File: config.mk
export PLATFORM = sky130hd
export DESIGN_NAME = mean_speed_shortfall_score_unit_flat
export DESIGN_NICKNAME = d
export VERILOG_FILES = /design/src/design/mssu_pkg.sv /design/src/design/mssu_pose_if.sv /design/src/design/mssu_score_if.sv /design/src/design/mssu_mul.sv /design/src/design/mssu_iter.sv /design/src/design/mean_speed_shortfall_score_unit.sv /design/src/flat_wrapper.sv
export VERILOG_INCLUDE_DIRS = /design/src /design/src/design
export SDC_FILE = /design/constraint.sdc
export NUM_CORES = 2
export LEC_CHECK = 0
export BUFFER_PORTS_ARGS = -buffer_cell sky130_fd_sc_hd__buf_2
export CAP_MARGIN = 25
export CORE_MARGIN = 2
export CORE_UTILIZATION = 40
export DETAILED_ROUTE_END_ITERATION = 10
export GPL_ROUTABILITY_DRIVEN = 0
export PLACE_DENSITY_LB_ADDON = 0.15
export SYNTH_ARGS = -nofsm -noshare
export SYNTH_HDL_FRONTEND = slang
export SYNTH_SLANG_ARGS = --single-unit
File: constraint.sdc
create_clock -name clk_i -period 9.8 [get_ports clk_i]
set_input_delay 0.98 -clock clk_i [delete_from_list [all_inputs] [get_ports clk_i]]
set_output_delay 0.98 -clock clk_i [all_outputs]
set_load 0.01 [all_outputs]
File: src/design/mean_speed_shortfall_score_unit_defines.svh
// Assertion macros for the mean speed shortfall score unit.
`ifndef MEAN_SPEED_SHORTFALL_SCORE_UNIT_DEFINES_SVH
`define MEAN_SPEED_SHORTFALL_SCORE_UNIT_DEFINES_SVH

// Same-cycle implication.
`define MSSU_ASSERT_IMP(lbl, clk, rstn, ante, cons, msg) \
  lbl: assert property (@(posedge clk) disable iff (!rstn) (ante) |-> (cons)) \
    else $error(msg);

// Next-cycle implication.
`define MSSU_ASSERT_NXT(lbl, clk, rstn, ante, cons, msg) \
  lbl: assert property (@(posedge clk) disable iff (!rstn) (ante) |=> (cons)) \
    else $error(msg);

`endif

File: src/design/mssu_pkg.sv
// Shared constants and types of the mean speed shortfall score unit.
package mssu_pkg;

  localparam int unsigned MaxPoses  = 256;
  localparam int unsigned PoseCntW  = $clog2(MaxPoses + 1);
  localparam int unsigned CoordW    = 32;
  localparam int unsigned DiffW     = CoordW + 1;
  localparam int unsigned SqW       = 2 * DiffW;
  localparam int unsigned RootW     = DiffW;
  localparam int unsigned PathW     = 48;
  localparam int unsigned HalfW     = PathW / 2;
  localparam int unsigned NsW       = 30;
  localparam int unsigned ProdW     = HalfW + NsW;
  localparam int unsigned NumW      = PathW + NsW;
  localparam int unsigned TimeW     = 40;
  localparam int unsigned DivW      = TimeW - 1;
  localparam int unsigned RemW      = DivW + 1;
  localparam int unsigned ScoreW    = 24;
  localparam int unsigned CfgW      = 32;
  localparam int unsigned CfgIdxW   = 2;
  localparam int unsigned StepCntW  = 6;
  localparam int unsigned SqrtSteps = RootW;
  localparam int unsigned DivSteps  = ScoreW;

  localparam logic [NsW-1:0]    NsPerS    = 30'd1000000000;
  localparam logic [ScoreW-1:0] TargetRst = 24'd78643;

  typedef enum logic [CfgIdxW-1:0] {
    RegTargetSpeed = 2'd0,
    RegStartX      = 2'd1,
    RegStartY      = 2'd2
  } mssu_reg_e;

  typedef enum logic {
    ModeSqrt = 1'b0,
    ModeDiv  = 1'b1
  } mssu_mode_e;

  typedef struct packed {
    logic             start;
    mssu_mode_e       mode;
    logic [SqW-1:0]   src;
    logic [DivW-1:0]  rem;
    logic [DivW-1:0]  divisor;
  } mssu_iter_cmd_t;

  typedef struct packed {
    logic             busy;
    logic             done;
    logic [RootW-1:0] result;
  } mssu_iter_stat_t;

endpackage

File: src/design/mssu_pose_if.sv
// Pose input channel: valid/ready handshake with one trajectory pose.
interface mssu_pose_if;
  logic        valid;
  logic        ready;
  logic [31:0] pose_x;
  logic [31:0] pose_y;
  logic        last_pose;
  logic        empty_trajectory;
  logic [39:0] end_time_ns;

  modport source (
    output valid, pose_x, pose_y, last_pose, empty_trajectory, end_time_ns,
    input  ready
  );
  modport sink (
    input  valid, pose_x, pose_y, last_pose, empty_trajectory, end_time_ns,
    output ready
  );
endinterface

File: src/design/mssu_score_if.sv
// Score output channel: valid/ready handshake with one trajectory score.
interface mssu_score_if;
  logic        valid;
  logic        ready;
  logic [23:0] score;
  logic        used_default;

  modport source (
    output valid, score, used_default,
    input  ready
  );
  modport sink (
    input  valid, score, used_default,
    output ready
  );
endinterface

File: src/design/mssu_mul.sv
// Shared unsigned multiplier with registered product.
module mssu_mul (
  input  logic                         clk_i,
  input  logic [mssu_pkg::DiffW-1:0]   a_i,
  input  logic [mssu_pkg::DiffW-1:0]   b_i,
  output logic [mssu_pkg::SqW-1:0]     p_o
);

  logic [mssu_pkg::SqW-1:0] p_q;

  always_ff @(posedge clk_i) begin
    p_q <= a_i * b_i;
  end

  assign p_o = p_q;

endmodule

File: src/design/mssu_iter.sv
// Shared shift-subtract unit: bitwise square root and restoring division.
module mssu_iter (
  input  logic                          clk_i,
  input  logic                          rst_ni,
  input  mssu_pkg::mssu_iter_cmd_t      cmd_i,
  output mssu_pkg::mssu_iter_stat_t     stat_o
);

  mssu_pkg::mssu_mode_e               mode_q;
  logic [mssu_pkg::SqW-1:0]           src_q;
  logic [mssu_pkg::RemW-1:0]          rem_q;
  logic [mssu_pkg::RootW-1:0]         acc_q;
  logic [mssu_pkg::DivW-1:0]          div_q;
  logic [mssu_pkg::StepCntW-1:0]      cnt_q;
  logic                               busy_q;
  logic                               done_q;

  logic [mssu_pkg::RemW-1:0]          shifted;
  logic [mssu_pkg::RemW-1:0]          subtr;
  logic [mssu_pkg::RemW:0]            diff;
  logic                               ge;

  always_comb begin
    if (mode_q == mssu_pkg::ModeSqrt) begin
      shifted = {rem_q[mssu_pkg::RemW-3:0], src_q[mssu_pkg::SqW-1 -: 2]};
      subtr   = {{(mssu_pkg::RemW - mssu_pkg::RootW - 2){1'b0}}, acc_q, 2'b01};
    end else begin
      shifted = {rem_q[mssu_pkg::RemW-2:0], src_q[mssu_pkg::SqW-1]};
      subtr   = {{(mssu_pkg::RemW - mssu_pkg::DivW){1'b0}}, div_q};
    end
    diff = {1'b0, shifted} - {1'b0, subtr};
    ge   = ~diff[mssu_pkg::RemW];
  end

  always_ff @(posedge clk_i or negedge rst_ni) begin
    if (!rst_ni) begin
      busy_q <= 1'b0;
      done_q <= 1'b0;
      cnt_q  <= '0;
    end else begin
      done_q <= 1'b0;
      if (cmd_i.start) begin
        busy_q <= 1'b1;
        cnt_q  <= (cmd_i.mode == mssu_pkg::ModeSqrt) ?
                  mssu_pkg::StepCntW'(mssu_pkg::SqrtSteps) :
                  mssu_pkg::StepCntW'(mssu_pkg::DivSteps);
      end else if (busy_q) begin
        cnt_q <= cnt_q - 1'b1;
        if (cnt_q == mssu_pkg::StepCntW'(1)) begin
          busy_q <= 1'b0;
          done_q <= 1'b1;
        end
      end
    end
  end

  always_ff @(posedge clk_i) begin
    if (cmd_i.start) begin
      mode_q <= cmd_i.mode;
      src_q  <= cmd_i.src;
      rem_q  <= {{(mssu_pkg::RemW - mssu_pkg::DivW){1'b0}}, cmd_i.rem};
      acc_q  <= '0;
      div_q  <= cmd_i.divisor;
    end else if (busy_q) begin
      rem_q <= ge ? diff[mssu_pkg::RemW-1:0] : shifted;
      acc_q <= {acc_q[mssu_pkg::RootW-2:0], ge};
      src_q <= (mode_q == mssu_pkg::ModeSqrt) ? (src_q << 2) : (src_q << 1);
    end
  end

  assign stat_o.busy   = busy_q;
  assign stat_o.done   = done_q;
  assign stat_o.result = acc_q;

endmodule

File: src/design/mean_speed_shortfall_score_unit.sv
// Top level of the mean speed shortfall score unit.
// Takes one pose per transaction, accumulates the step lengths of a trajectory
// and, on the last pose, returns the target speed minus the mean speed (floored
// at zero) in Q8.16 m/s. The input is ready only while the sequencer is idle.
// A pose that is not last passes through StSqX and StSqY on the shared
// multiplier for the squares, StSum to sum, StSqrt for the 33-step root
// iteration of the shift-subtract unit and StAcc to accumulate. A last pose
// adds StMul0 and StMul1 on the multiplier for distance times 1e9, the StNum
// compare, the 24-step quotient iteration of the same unit in StDiv and StEmit
// to post the result. A quotient of 2^24 or more skips the iteration and posts
// zero. An empty trajectory goes straight to StEmit and posts the target. A last
// pose with a nonpositive duration still takes the step, skips the product and
// the quotient, and posts the target. The result sits in an output register, so
// the next pose is taken while a score waits to be read.
`include "mean_speed_shortfall_score_unit_defines.svh"

module mean_speed_shortfall_score_unit (
  input  logic                              clk_i,
  input  logic                              rst_ni,
  mssu_pose_if.sink                         pose_i,
  mssu_score_if.source                      score_o,
  input  logic                              cfg_we_i,
  input  logic [mssu_pkg::CfgIdxW-1:0]      cfg_idx_i,
  input  logic [mssu_pkg::CfgW-1:0]         cfg_data_i
);

  typedef enum logic [10:0] {
    StIdle = 11'b00000000001,
    StSqX  = 11'b00000000010,
    StSqY  = 11'b00000000100,
    StSum  = 11'b00000001000,
    StSqrt = 11'b00000010000,
    StAcc  = 11'b00000100000,
    StMul0 = 11'b00001000000,
    StMul1 = 11'b00010000000,
    StNum  = 11'b00100000000,
    StDiv  = 11'b01000000000,
    StEmit = 11'b10000000000
  } mssu_state_e;

  mssu_state_e                         state_q, state_d;

  logic [mssu_pkg::ScoreW-1:0]         target_q;
  logic [mssu_pkg::CoordW-1:0]         start_x_q;
  logic [mssu_pkg::CoordW-1:0]         start_y_q;

  logic                                run_active_q;
  logic [mssu_pkg::PoseCntW-1:0]       pose_cnt_q;
  logic [mssu_pkg::PathW-1:0]          path_q;
  logic [mssu_pkg::CoordW-1:0]         prev_x_q;
  logic [mssu_pkg::CoordW-1:0]         prev_y_q;

  logic [mssu_pkg::DiffW-1:0]          ax_q;
  logic [mssu_pkg::DiffW-1:0]          ay_q;
  logic                                last_q;
  logic [mssu_pkg::TimeW-1:0]          ns_q;
  logic [mssu_pkg::SqW-1:0]            sx_q;
  logic [mssu_pkg::ProdW-1:0]          p0_q;

  logic [mssu_pkg::ScoreW-1:0]         res_score_q;
  logic                                res_dflt_q;
  logic                                out_valid_q;
  logic [mssu_pkg::ScoreW-1:0]         out_score_q;
  logic                                out_dflt_q;

  logic                                pose_fire;
  logic                                emit_fire;
  logic [mssu_pkg::CoordW-1:0]         base_x;
  logic [mssu_pkg::CoordW-1:0]         base_y;
  logic [mssu_pkg::DiffW-1:0]          dx;
  logic [mssu_pkg::DiffW-1:0]          dy;
  logic [mssu_pkg::DiffW-1:0]          ax;
  logic [mssu_pkg::DiffW-1:0]          ay;
  logic [mssu_pkg::DiffW-1:0]          mul_a;
  logic [mssu_pkg::DiffW-1:0]          mul_b;
  logic [mssu_pkg::SqW-1:0]            mul_p;
  logic [mssu_pkg::SqW-1:0]            sq_sum;
  logic [mssu_pkg::PathW:0]            step_sum;
  logic [mssu_pkg::NumW-1:0]           num;
  logic                                big;
  logic                                ns_nonpos;
  logic [mssu_pkg::ScoreW-1:0]         quot;
  logic [mssu_pkg::ScoreW-1:0]         shortfall;

  mssu_pkg::mssu_iter_cmd_t            iter_cmd;
  mssu_pkg::mssu_iter_stat_t           iter_stat;

  mssu_mul u_mul (
    .clk_i (clk_i),
    .a_i   (mul_a),
    .b_i   (mul_b),
    .p_o   (mul_p)
  );

  mssu_iter u_iter (
    .clk_i  (clk_i),
    .rst_ni (rst_ni),
    .cmd_i  (iter_cmd),
    .stat_o (iter_stat)
  );

  assign pose_i.ready = (state_q == StIdle);
  assign pose_fire    = pose_i.valid && (state_q == StIdle);
  assign emit_fire    = (state_q == StEmit) && (!out_valid_q || score_o.ready);

  assign score_o.valid        = out_valid_q;
  assign score_o.score        = out_score_q;
  assign score_o.used_default = out_dflt_q;

  always_comb begin
    base_x = run_active_q ? prev_x_q : start_x_q;
    base_y = run_active_q ? prev_y_q : start_y_q;
    dx = {pose_i.pose_x[mssu_pkg::CoordW-1], pose_i.pose_x} -
         {base_x[mssu_pkg::CoordW-1], base_x};
    dy = {pose_i.pose_y[mssu_pkg::CoordW-1], pose_i.pose_y} -
         {base_y[mssu_pkg::CoordW-1], base_y};
    ax = dx[mssu_pkg::DiffW-1] ? (~dx + 1'b1) : dx;
    ay = dy[mssu_pkg::DiffW-1] ? (~dy + 1'b1) : dy;

    case (state_q)
      StSqY: begin
        mul_a = ay_q;
        mul_b = ay_q;
      end
      StMul0: begin
        mul_a = {{(mssu_pkg::DiffW - mssu_pkg::HalfW){1'b0}},
                 path_q[mssu_pkg::HalfW-1:0]};
        mul_b = {{(mssu_pkg::DiffW - mssu_pkg::NsW){1'b0}}, mssu_pkg::NsPerS};
      end
      StMul1: begin
        mul_a = {{(mssu_pkg::DiffW - mssu_pkg::HalfW){1'b0}},
                 path_q[mssu_pkg::PathW-1:mssu_pkg::HalfW]};
        mul_b = {{(mssu_pkg::DiffW - mssu_pkg::NsW){1'b0}}, mssu_pkg::NsPerS};
      end
      default: begin
        mul_a = ax_q;
        mul_b = ax_q;
      end
    endcase

    sq_sum   = sx_q + mul_p;
    step_sum = {1'b0, path_q} +
               {{(mssu_pkg::PathW + 1 - mssu_pkg::RootW){1'b0}}, iter_stat.result};
    num = {{mssu_pkg::HalfW{1'b0}}, p0_q} +
          {mul_p[mssu_pkg::ProdW-1:0], {mssu_pkg::HalfW{1'b0}}};
    big = num[mssu_pkg::NumW-1:mssu_pkg::ScoreW] >=
          {{(mssu_pkg::NumW - mssu_pkg::ScoreW - mssu_pkg::DivW){1'b0}},
           ns_q[mssu_pkg::DivW-1:0]};
    ns_nonpos = ns_q[mssu_pkg::TimeW-1] || (ns_q == '0);
    quot      = iter_stat.result[mssu_pkg::ScoreW-1:0];
    shortfall = (target_q > quot) ? (target_q - quot) : '0;

    iter_cmd.start   = (state_q == StSum) || ((state_q == StNum) && !big);
    iter_cmd.mode    = (state_q == StNum) ? mssu_pkg::ModeDiv : mssu_pkg::ModeSqrt;
    iter_cmd.src     = (state_q == StNum) ?
                       {num[mssu_pkg::ScoreW-1:0],
                        {(mssu_pkg::SqW - mssu_pkg::ScoreW){1'b0}}} :
                       sq_sum;
    iter_cmd.rem     = (state_q == StNum) ?
                       num[mssu_pkg::ScoreW + mssu_pkg::DivW - 1:mssu_pkg::ScoreW] :
                       '0;
    iter_cmd.divisor = ns_q[mssu_pkg::DivW-1:0];
  end

  always_comb begin
    state_d = state_q;
    unique case (state_q)
      StIdle: if (pose_fire) begin
        state_d = pose_i.empty_trajectory ? StEmit : StSqX;
      end
      StSqX:  state_d = StSqY;
      StSqY:  state_d = StSum;
      StSum:  state_d = StSqrt;
      StSqrt: if (iter_stat.done) begin
        state_d = StAcc;
      end
      StAcc: begin
        if (!last_q) begin
          state_d = StIdle;
        end else if (ns_nonpos) begin
          state_d = StEmit;
        end else begin
          state_d = StMul0;
        end
      end
      StMul0: state_d = StMul1;
      StMul1: state_d = StNum;
      StNum:  state_d = big ? StEmit : StDiv;
      StDiv:  if (iter_stat.done) begin
        state_d = StEmit;
      end
      StEmit: if (emit_fire) begin
        state_d = StIdle;
      end
      default: state_d = StIdle;
    endcase
  end

  always_ff @(posedge clk_i or negedge rst_ni) begin
    if (!rst_ni) begin
      state_q      <= StIdle;
      target_q     <= mssu_pkg::TargetRst;
      start_x_q    <= '0;
      start_y_q    <= '0;
      run_active_q <= 1'b0;
      pose_cnt_q   <= '0;
      path_q       <= '0;
      out_valid_q  <= 1'b0;
    end else begin
      state_q <= state_d;
      if (cfg_we_i) begin
        unique case (mssu_pkg::mssu_reg_e'(cfg_idx_i))
          mssu_pkg::RegTargetSpeed: target_q  <= cfg_data_i[mssu_pkg::ScoreW-1:0];
          mssu_pkg::RegStartX:      start_x_q <= cfg_data_i;
          mssu_pkg::RegStartY:      start_y_q <= cfg_data_i;
          default: ;
        endcase
      end
      if (pose_fire && !pose_i.empty_trajectory) begin
        run_active_q <= 1'b1;
      end
      if ((state_q == StAcc) &&
          (pose_cnt_q < mssu_pkg::PoseCntW'(mssu_pkg::MaxPoses))) begin
        path_q     <= step_sum[mssu_pkg::PathW] ? '1 : step_sum[mssu_pkg::PathW-1:0];
        pose_cnt_q <= pose_cnt_q + 1'b1;
      end
      if (emit_fire) begin
        path_q       <= '0;
        pose_cnt_q   <= '0;
        run_active_q <= 1'b0;
        out_valid_q  <= 1'b1;
      end else if (score_o.ready) begin
        out_valid_q <= 1'b0;
      end
    end
  end

  always_ff @(posedge clk_i) begin
    if (pose_fire) begin
      ax_q     <= ax;
      ay_q     <= ay;
      last_q   <= pose_i.last_pose;
      ns_q     <= pose_i.end_time_ns;
      if (!pose_i.empty_trajectory) begin
        prev_x_q <= pose_i.pose_x;
        prev_y_q <= pose_i.pose_y;
      end else begin
        res_score_q <= target_q;
        res_dflt_q  <= 1'b1;
      end
    end
    if (state_q == StSqY) begin
      sx_q <= mul_p;
    end
    if (state_q == StMul1) begin
      p0_q <= mul_p[mssu_pkg::ProdW-1:0];
    end
    if ((state_q == StAcc) && last_q && ns_nonpos) begin
      res_score_q <= target_q;
      res_dflt_q  <= 1'b1;
    end
    if ((state_q == StNum) && big) begin
      res_score_q <= '0;
      res_dflt_q  <= 1'b0;
    end
    if ((state_q == StDiv) && iter_stat.done) begin
      res_score_q <= shortfall;
      res_dflt_q  <= 1'b0;
    end
    if (emit_fire) begin
      out_score_q <= res_score_q;
      out_dflt_q  <= res_dflt_q;
    end
  end

  `MSSU_ASSERT_IMP(a_iter_owned, clk_i, rst_ni, iter_stat.busy || iter_stat.done,
    state_q == StSqrt || state_q == StDiv, "shift-subtract unit active outside its states")
  `MSSU_ASSERT_NXT(a_accept_next, clk_i, rst_ni, pose_fire,
    state_q == StSqX || state_q == StEmit, "accepted pose did not start processing")
  `MSSU_ASSERT_NXT(a_run_cleared, clk_i, rst_ni, emit_fire,
    !run_active_q && path_q == '0 && pose_cnt_q == '0, "run state not cleared after score")

endmodule

File: src/flat_wrapper.sv
// flat-port wrapper written by rule: the top's interface ports become plain ports
module mean_speed_shortfall_score_unit_flat 
  (clk_i, rst_ni, cfg_we_i, cfg_idx_i, cfg_data_i, pose_i_valid, pose_i_pose_x, pose_i_pose_y, pose_i_last_pose, pose_i_empty_trajectory, pose_i_end_time_ns, pose_i_ready, score_o_valid, score_o_score, score_o_used_default, score_o_ready);
  mssu_pose_if pose_i_i ();
  mssu_score_if score_o_i ();
  input  logic clk_i;
  input  logic rst_ni;
  input  logic cfg_we_i;
  input  logic [mssu_pkg::CfgIdxW-1:0] cfg_idx_i;
  input  logic [mssu_pkg::CfgW-1:0] cfg_data_i;
  input wire logic [$bits(pose_i_i.valid)-1:0] pose_i_valid;
  input wire logic [$bits(pose_i_i.pose_x)-1:0] pose_i_pose_x;
  input wire logic [$bits(pose_i_i.pose_y)-1:0] pose_i_pose_y;
  input wire logic [$bits(pose_i_i.last_pose)-1:0] pose_i_last_pose;
  input wire logic [$bits(pose_i_i.empty_trajectory)-1:0] pose_i_empty_trajectory;
  input wire logic [$bits(pose_i_i.end_time_ns)-1:0] pose_i_end_time_ns;
  output wire logic [$bits(pose_i_i.ready)-1:0] pose_i_ready;
  output wire logic [$bits(score_o_i.valid)-1:0] score_o_valid;
  output wire logic [$bits(score_o_i.score)-1:0] score_o_score;
  output wire logic [$bits(score_o_i.used_default)-1:0] score_o_used_default;
  input wire logic [$bits(score_o_i.ready)-1:0] score_o_ready;
  assign pose_i_i.valid = pose_i_valid;
  assign pose_i_i.pose_x = pose_i_pose_x;
  assign pose_i_i.pose_y = pose_i_pose_y;
  assign pose_i_i.last_pose = pose_i_last_pose;
  assign pose_i_i.empty_trajectory = pose_i_empty_trajectory;
  assign pose_i_i.end_time_ns = pose_i_end_time_ns;
  assign pose_i_ready = pose_i_i.ready;
  assign score_o_valid = score_o_i.valid;
  assign score_o_score = score_o_i.score;
  assign score_o_used_default = score_o_i.used_default;
  assign score_o_i.ready = score_o_ready;
  mean_speed_shortfall_score_unit u_core (.clk_i(clk_i), .rst_ni(rst_ni), .pose_i(pose_i_i), .score_o(score_o_i), .cfg_we_i(cfg_we_i), .cfg_idx_i(cfg_idx_i), .cfg_data_i(cfg_data_i));
endmodule
[Word level (Yosys, flattened, before mapping)]
Cells that the tools add are included.
Operators by class
  $add $sub $neg: 11
  multipliers: 1
  order comparisons: 3
  equality and inequality tests: 18
  mux-type cells: 53
  bitwise gates (word level): 4
  reduce and logical (&&, ||, !) cells: 34
Operator list (count)
  66-bit two-way mux: 4
  39-bit two-way mux: 5
  24-bit two-way mux: 6
  48-bit two-way mux: 3
  32-bit two-way mux: 4
  11-bit one-hot mux with 11 select lines: 1
  33-bit one-hot mux with 3 select lines: 1
  11-bit two-way mux: 8
  54-bit by 78-bit adder with 78-bit output: 1
  33-bit by 1-bit adder with 33-bit output (second input constant): 2
  66-bit adder: 1
  33-bit by 33-bit multiplier with 66-bit output: 1
  33-bit inverter: 2
  33-bit one-hot mux with 2 select lines: 1
  32-bit by 32-bit subtractor with 33-bit output: 2
  54-bit by 39-bit greater-or-equal comparator with 1-bit output: 1
  48-bit by 33-bit adder with 49-bit output: 1
  40-bit by 39-bit subtractor with 41-bit output: 1
  40-bit logical NOT: 1
  40-bit two-way mux: 1
  24-bit greater-than comparator: 1
  24-bit subtractor: 1
  6-bit two-way mux: 3
  9-bit two-way mux: 2
  30 further kinds: 70
Word-level totals
  bits in registers: 751
  output and inout bits: 27
  word-level logic and storage cells: 155

[Logic depth before layout (Yosys ltp)]
  depth after elaboration: 6
  mapped depth: 42
  depth with buffers taken out: 38

[By module]
From an unflattened synthesis, not the netlist that was laid out.
Unflattened totals
  cells, all modules: 8533
  area, all modules: 81698.4 um2
By module, submodules not included
  mssu_mul: times used 1, cells an instance 4095, area each 37045.5 um2
  mean_speed_shortfall_score_unit: times used 1, cells an instance 3356, area each 33483.4 um2
  mssu_iter: times used 1, cells an instance 1082, area each 11169.5 um2

[Worst setup path before layout]
No wires, ideal clock.
  path type: flip-flop to flip-flop
  start: register u_core.state_q[6]
  end: register u_core.u_mul.p_q, in the netlist u_core.u_mul.p_o[64]
  arrival time: 10.049 ns
  required time: 9.675 ns
  path slack: -0.374 ns
  stages on the path, launching flop included: 36
  path buffers: 5
  period minus slack after synthesis: 10.174 ns
  path through: dfrtp_1 -> clkbuf_1 -> nor4_1 -> nand2_1 -> or4_1 -> nor3b_2 -> clkbuf_1 -> buf_1 -> a22oi_1 -> nand3_1 -> o21a_1 -> clkbuf_1 -> nand2_1 -> fa_1 -> fa_1 -> fa_1 -> fa_1 -> inv_1 -> fa_1 -> fa_1 -> fa_1 -> inv_1 -> fa_1 -> inv_1 -> ha_1 -> clkbuf_1 -> nand4_1 -> or3_1 -> o22a_1 -> a31oi_1 -> o21ai_1 -> o41ai_1 -> a2111oi_0 -> o21bai_1 -> a221oi_1 -> xnor2_1
Between the ends
  longest elaborated chain between the ends: 4
  elaborated cells between the ends (all ways): 7
RTL lines
  start, declared: line mean_speed_shortfall_score_unit.sv:41  | mssu_state_e state_q, state_d;
  start signal, assigned: line mean_speed_shortfall_score_unit.sv:201  | state_q <= StIdle;
  start signal, assigned: line mean_speed_shortfall_score_unit.sv:210  | state_q <= state_d;
  11-bit by 7-bit equality test with 1-bit output / 11-bit by 8-bit equality test with 1-bit output (equally long branches): line mean_speed_shortfall_score_unit.sv:120  | case (state_q)
  2-bit OR reduction (no line)
  33-bit one-hot mux with 2 select lines: line mean_speed_shortfall_score_unit.sv:120
  33-bit by 33-bit multiplier with 66-bit output (*): line mssu_mul.sv:12  | p_q <= a_i * b_i;
  end signal, assigned: line mssu_mul.sv:12
  end, declared: line mssu_mul.sv:9  | logic [mssu_pkg::SqW-1:0] p_q;
Mark *: on every way between the ends. The rest lies on a longest branch, timed or not.
A chain may end at the register's enable or synchronous reset.

[Final worst setup path]
  start: register u_core.state_q[3]
  end: register u_core.u_mul.p_q, in the netlist u_core.u_mul.p_o[61]
The elaborated chain is that of the path after synthesis.

==> flow_summary.ini <==
[outcome]
status = finished, final reports clean

[timing]
finalWorstSetupSlack_ps = 103
finalMaxSlewViolations = 0
setup_viol = 0
slew_headroom_pct = 20.2
rsz0062_at_grt = yes
worst_pin_slew_ps = 1190
finalCriticalPeriod_ps = 9700
fin_crit_sh_pct = 99.0
max_freq_mhz = 103
hold_viol = 0
whs_ps = 229
clock_skew_ps = 52.1

[synthesis]
ys_warn_count = 0
yosys-top-cells-area = fa_1 24%, edfxtp_1 18%, ha_1 8.8%, inv_1 6.1%, dfrtp_1 4.9%
syn_nets = 9977
synth_seq_area_share_pct = 26.1
synth_seq_cells = 751
async_flop_share_pct = 22.1
synth_ff_type = edfxtp_1
syn_inst = 8311
netlist_area_sq_um = 79600
avgSynthCellArea_sq_um = 9.57
synth_edf_count = 485
yosysTopAreaCell = fa_1
yosysUniqueCellTypes = 100
synth_top_area_share_pct = 24.2

[flow_run]
cap_violations = 0

[final_layout]
fin_nets = 10600
drive_gt1_share_pct = 17.3
mostFrequentLayoutCell = inv_1
syn_to_final_growth_pct = 17.4
final_cell_mix = 1,266 x inv_1, 920 x fa_1, 807 x nand2_1
finish.instance_area_sq_um = 93400

[placed_design]
pre_cts_slack_ps = -712
hpwlAfterDp_mm = 223
port-buffer-count = 171
placed_cell_area_sq_um = 88400

[global_routing]
track_usage_pct = 26.8
grt_pass1_vias = 65300
grt_max_degree = 106
antenna_found_initial = 13
grt.overflow.total = 0
grt_pass1_wl_mm = 411

[drt]
routed_wl_mm = 274
viasPerCell = 5.49
drt-pass1-iter-count = 5
remaining_drc_errors = 0
num_vias = 64100
drt_iter0_drc = 5293
final_antenna_net_count = 0
wire_per_inst_um = 23.4

[clock_tree]
clkTransAtPathRegs_ps = 70
clock_latency_ps = 730
clock_sink_count = 751
cts_max_path_buffers = 3
cts_tree = yes
numCtsBuffers = 84
htreeDepth = 3
cts_root_buf = clkbuf_16

[worst_setup_path]
critPathMaxFanout = 7
endpoint_kind = flop
critPathTopFamily = adder cells
critPathSlowestCell = fa_2
slowest_delay_ps = 570
timing.reg2reg.setup_slack_ps = 100
crit_required_ps = 10380
arrival_ps = 10280
crit_type = reg -> reg
critPathLaunchType = flop
path_buf_inv = 8

[hold_path]
hp-class = in -> async

[die]
core_area_sq_um = 197000
die_h_um = 450
rows = 163
start_util_pct = 40.3
dieArea_sq_um = 202000
ios = 172
chipWidth_um = 450
through the flow:
step           TNS (ps)  utilization, %  std cells
2_1_floorplan         0               -       8311
3_3_place_gp      -7220            44.7      11400
3_5_place_dp      -7500            44.8      11400
4_1_cts               0            46.5      11600
5_1_grt           -1350            47.3      11700
6_report              0            47.3      11700
kinds of logic after synthesis:
| family | after synthesis | synth area share [%] |
|---|---|---|
| adders and majority gates | 1521 | 33.0 |
| xor gates and xnor gates | 361 | 3.97 |
| AOI/OAI and AO/OA | 1444 | 11.8 |
| muxes | 361 | 4.78 |
| and+or+nand+nor | 2207 | 12.5 |
| buffers and inverters | 1666 | 7.95 |
| DFF | 751 | 26.1 |
Yosys cell counts (40+ instances only):
master / number
a21oi_1: 410
o21a_1: 52
nand4_1: 83
a21o_1: 196
fa_1: 962
inv_1: 1300
nor2b_1: 55
o31ai_1: 53
xnor2_1: 235
nor2_1: 715
and2_1: 40
dfrtp_1: 156
nor3_1: 66
nand2b_1: 54
o21ai_0: 254
edfxtp_1: 485
nand2_1: 826
dfxtp_1: 100
ha_1: 559
o21bai_1: 48
xor2_1: 126
nand3_1: 135
mux2i_1: 210
mux2_2: 151
a31oi_1: 65
and3_1: 59
clkbuf_1: 294
final timing paths:
kind	from	endpoint	depth (start not counted)
max	u_core.state_q[3]	u_core.u_mul.p_o[61]	37
min	rst_ni	u_core.start_y_q[24]	1
max reg2reg	u_core.state_q[3]	u_core.u_mul.p_o[61]	37
min reg2reg	u_core.res_score_q[9]	u_core.score_o.score[9]	0
max in group asynchronous	rst_ni	u_core.u_iter.busy_q	3
min in group clk_i	u_core.res_score_q[9]	u_core.score_o.score[9]	0
layer usage:
layer | vias up | track usage (%) | wire [um]
li1 | 29000 | - | -
met1 | 32200 | 37.1 | 119000
met2 | 2402 | 42.2 | 122000
met3 | 502 | 4.09 | 20200
met4 | 8 | 10.2 | 12400
met5 | - | 0 | 54
layout make-up:
cell class              instances  area [sq um]
clock buffers                 112          2400
fillers                     18900        104000
diodes                          7          17.5
multi-input cells            5895         53800
inverters                    1307          4950
repair buffers                918          7660
well taps                    2640          3300
flip-flops and latches        751         20700
clock inverters                45           566
registers in the layout, indices dropped and copies added (netlist names), 33 cells and up:
register / count
u_core.sx_q: 66
u_core.u_iter.rem_q: 39
u_core.u_iter.src_q: 66
u_core.path_q: 48
u_core.ax_q: 33
u_core.u_iter.acc_q: 33
u_core.u_iter.div_q: 39
u_core.u_mul.p_o: 66
u_core.ns_q: 40
u_core.p0_q: 54
u_core.ay_q: 33
timing repair:
item	CTS	global route
gates cloned	0	2
pin swaps	23	151
setup endpoints to repair	22	24
hold buffers	0	0
buffers inserted	16	61
resized for setup	71	300
Power is left out: the tool's default activity adds up to more than one toggle a clock period on the data nets, which glitch-free logic cannot reach.
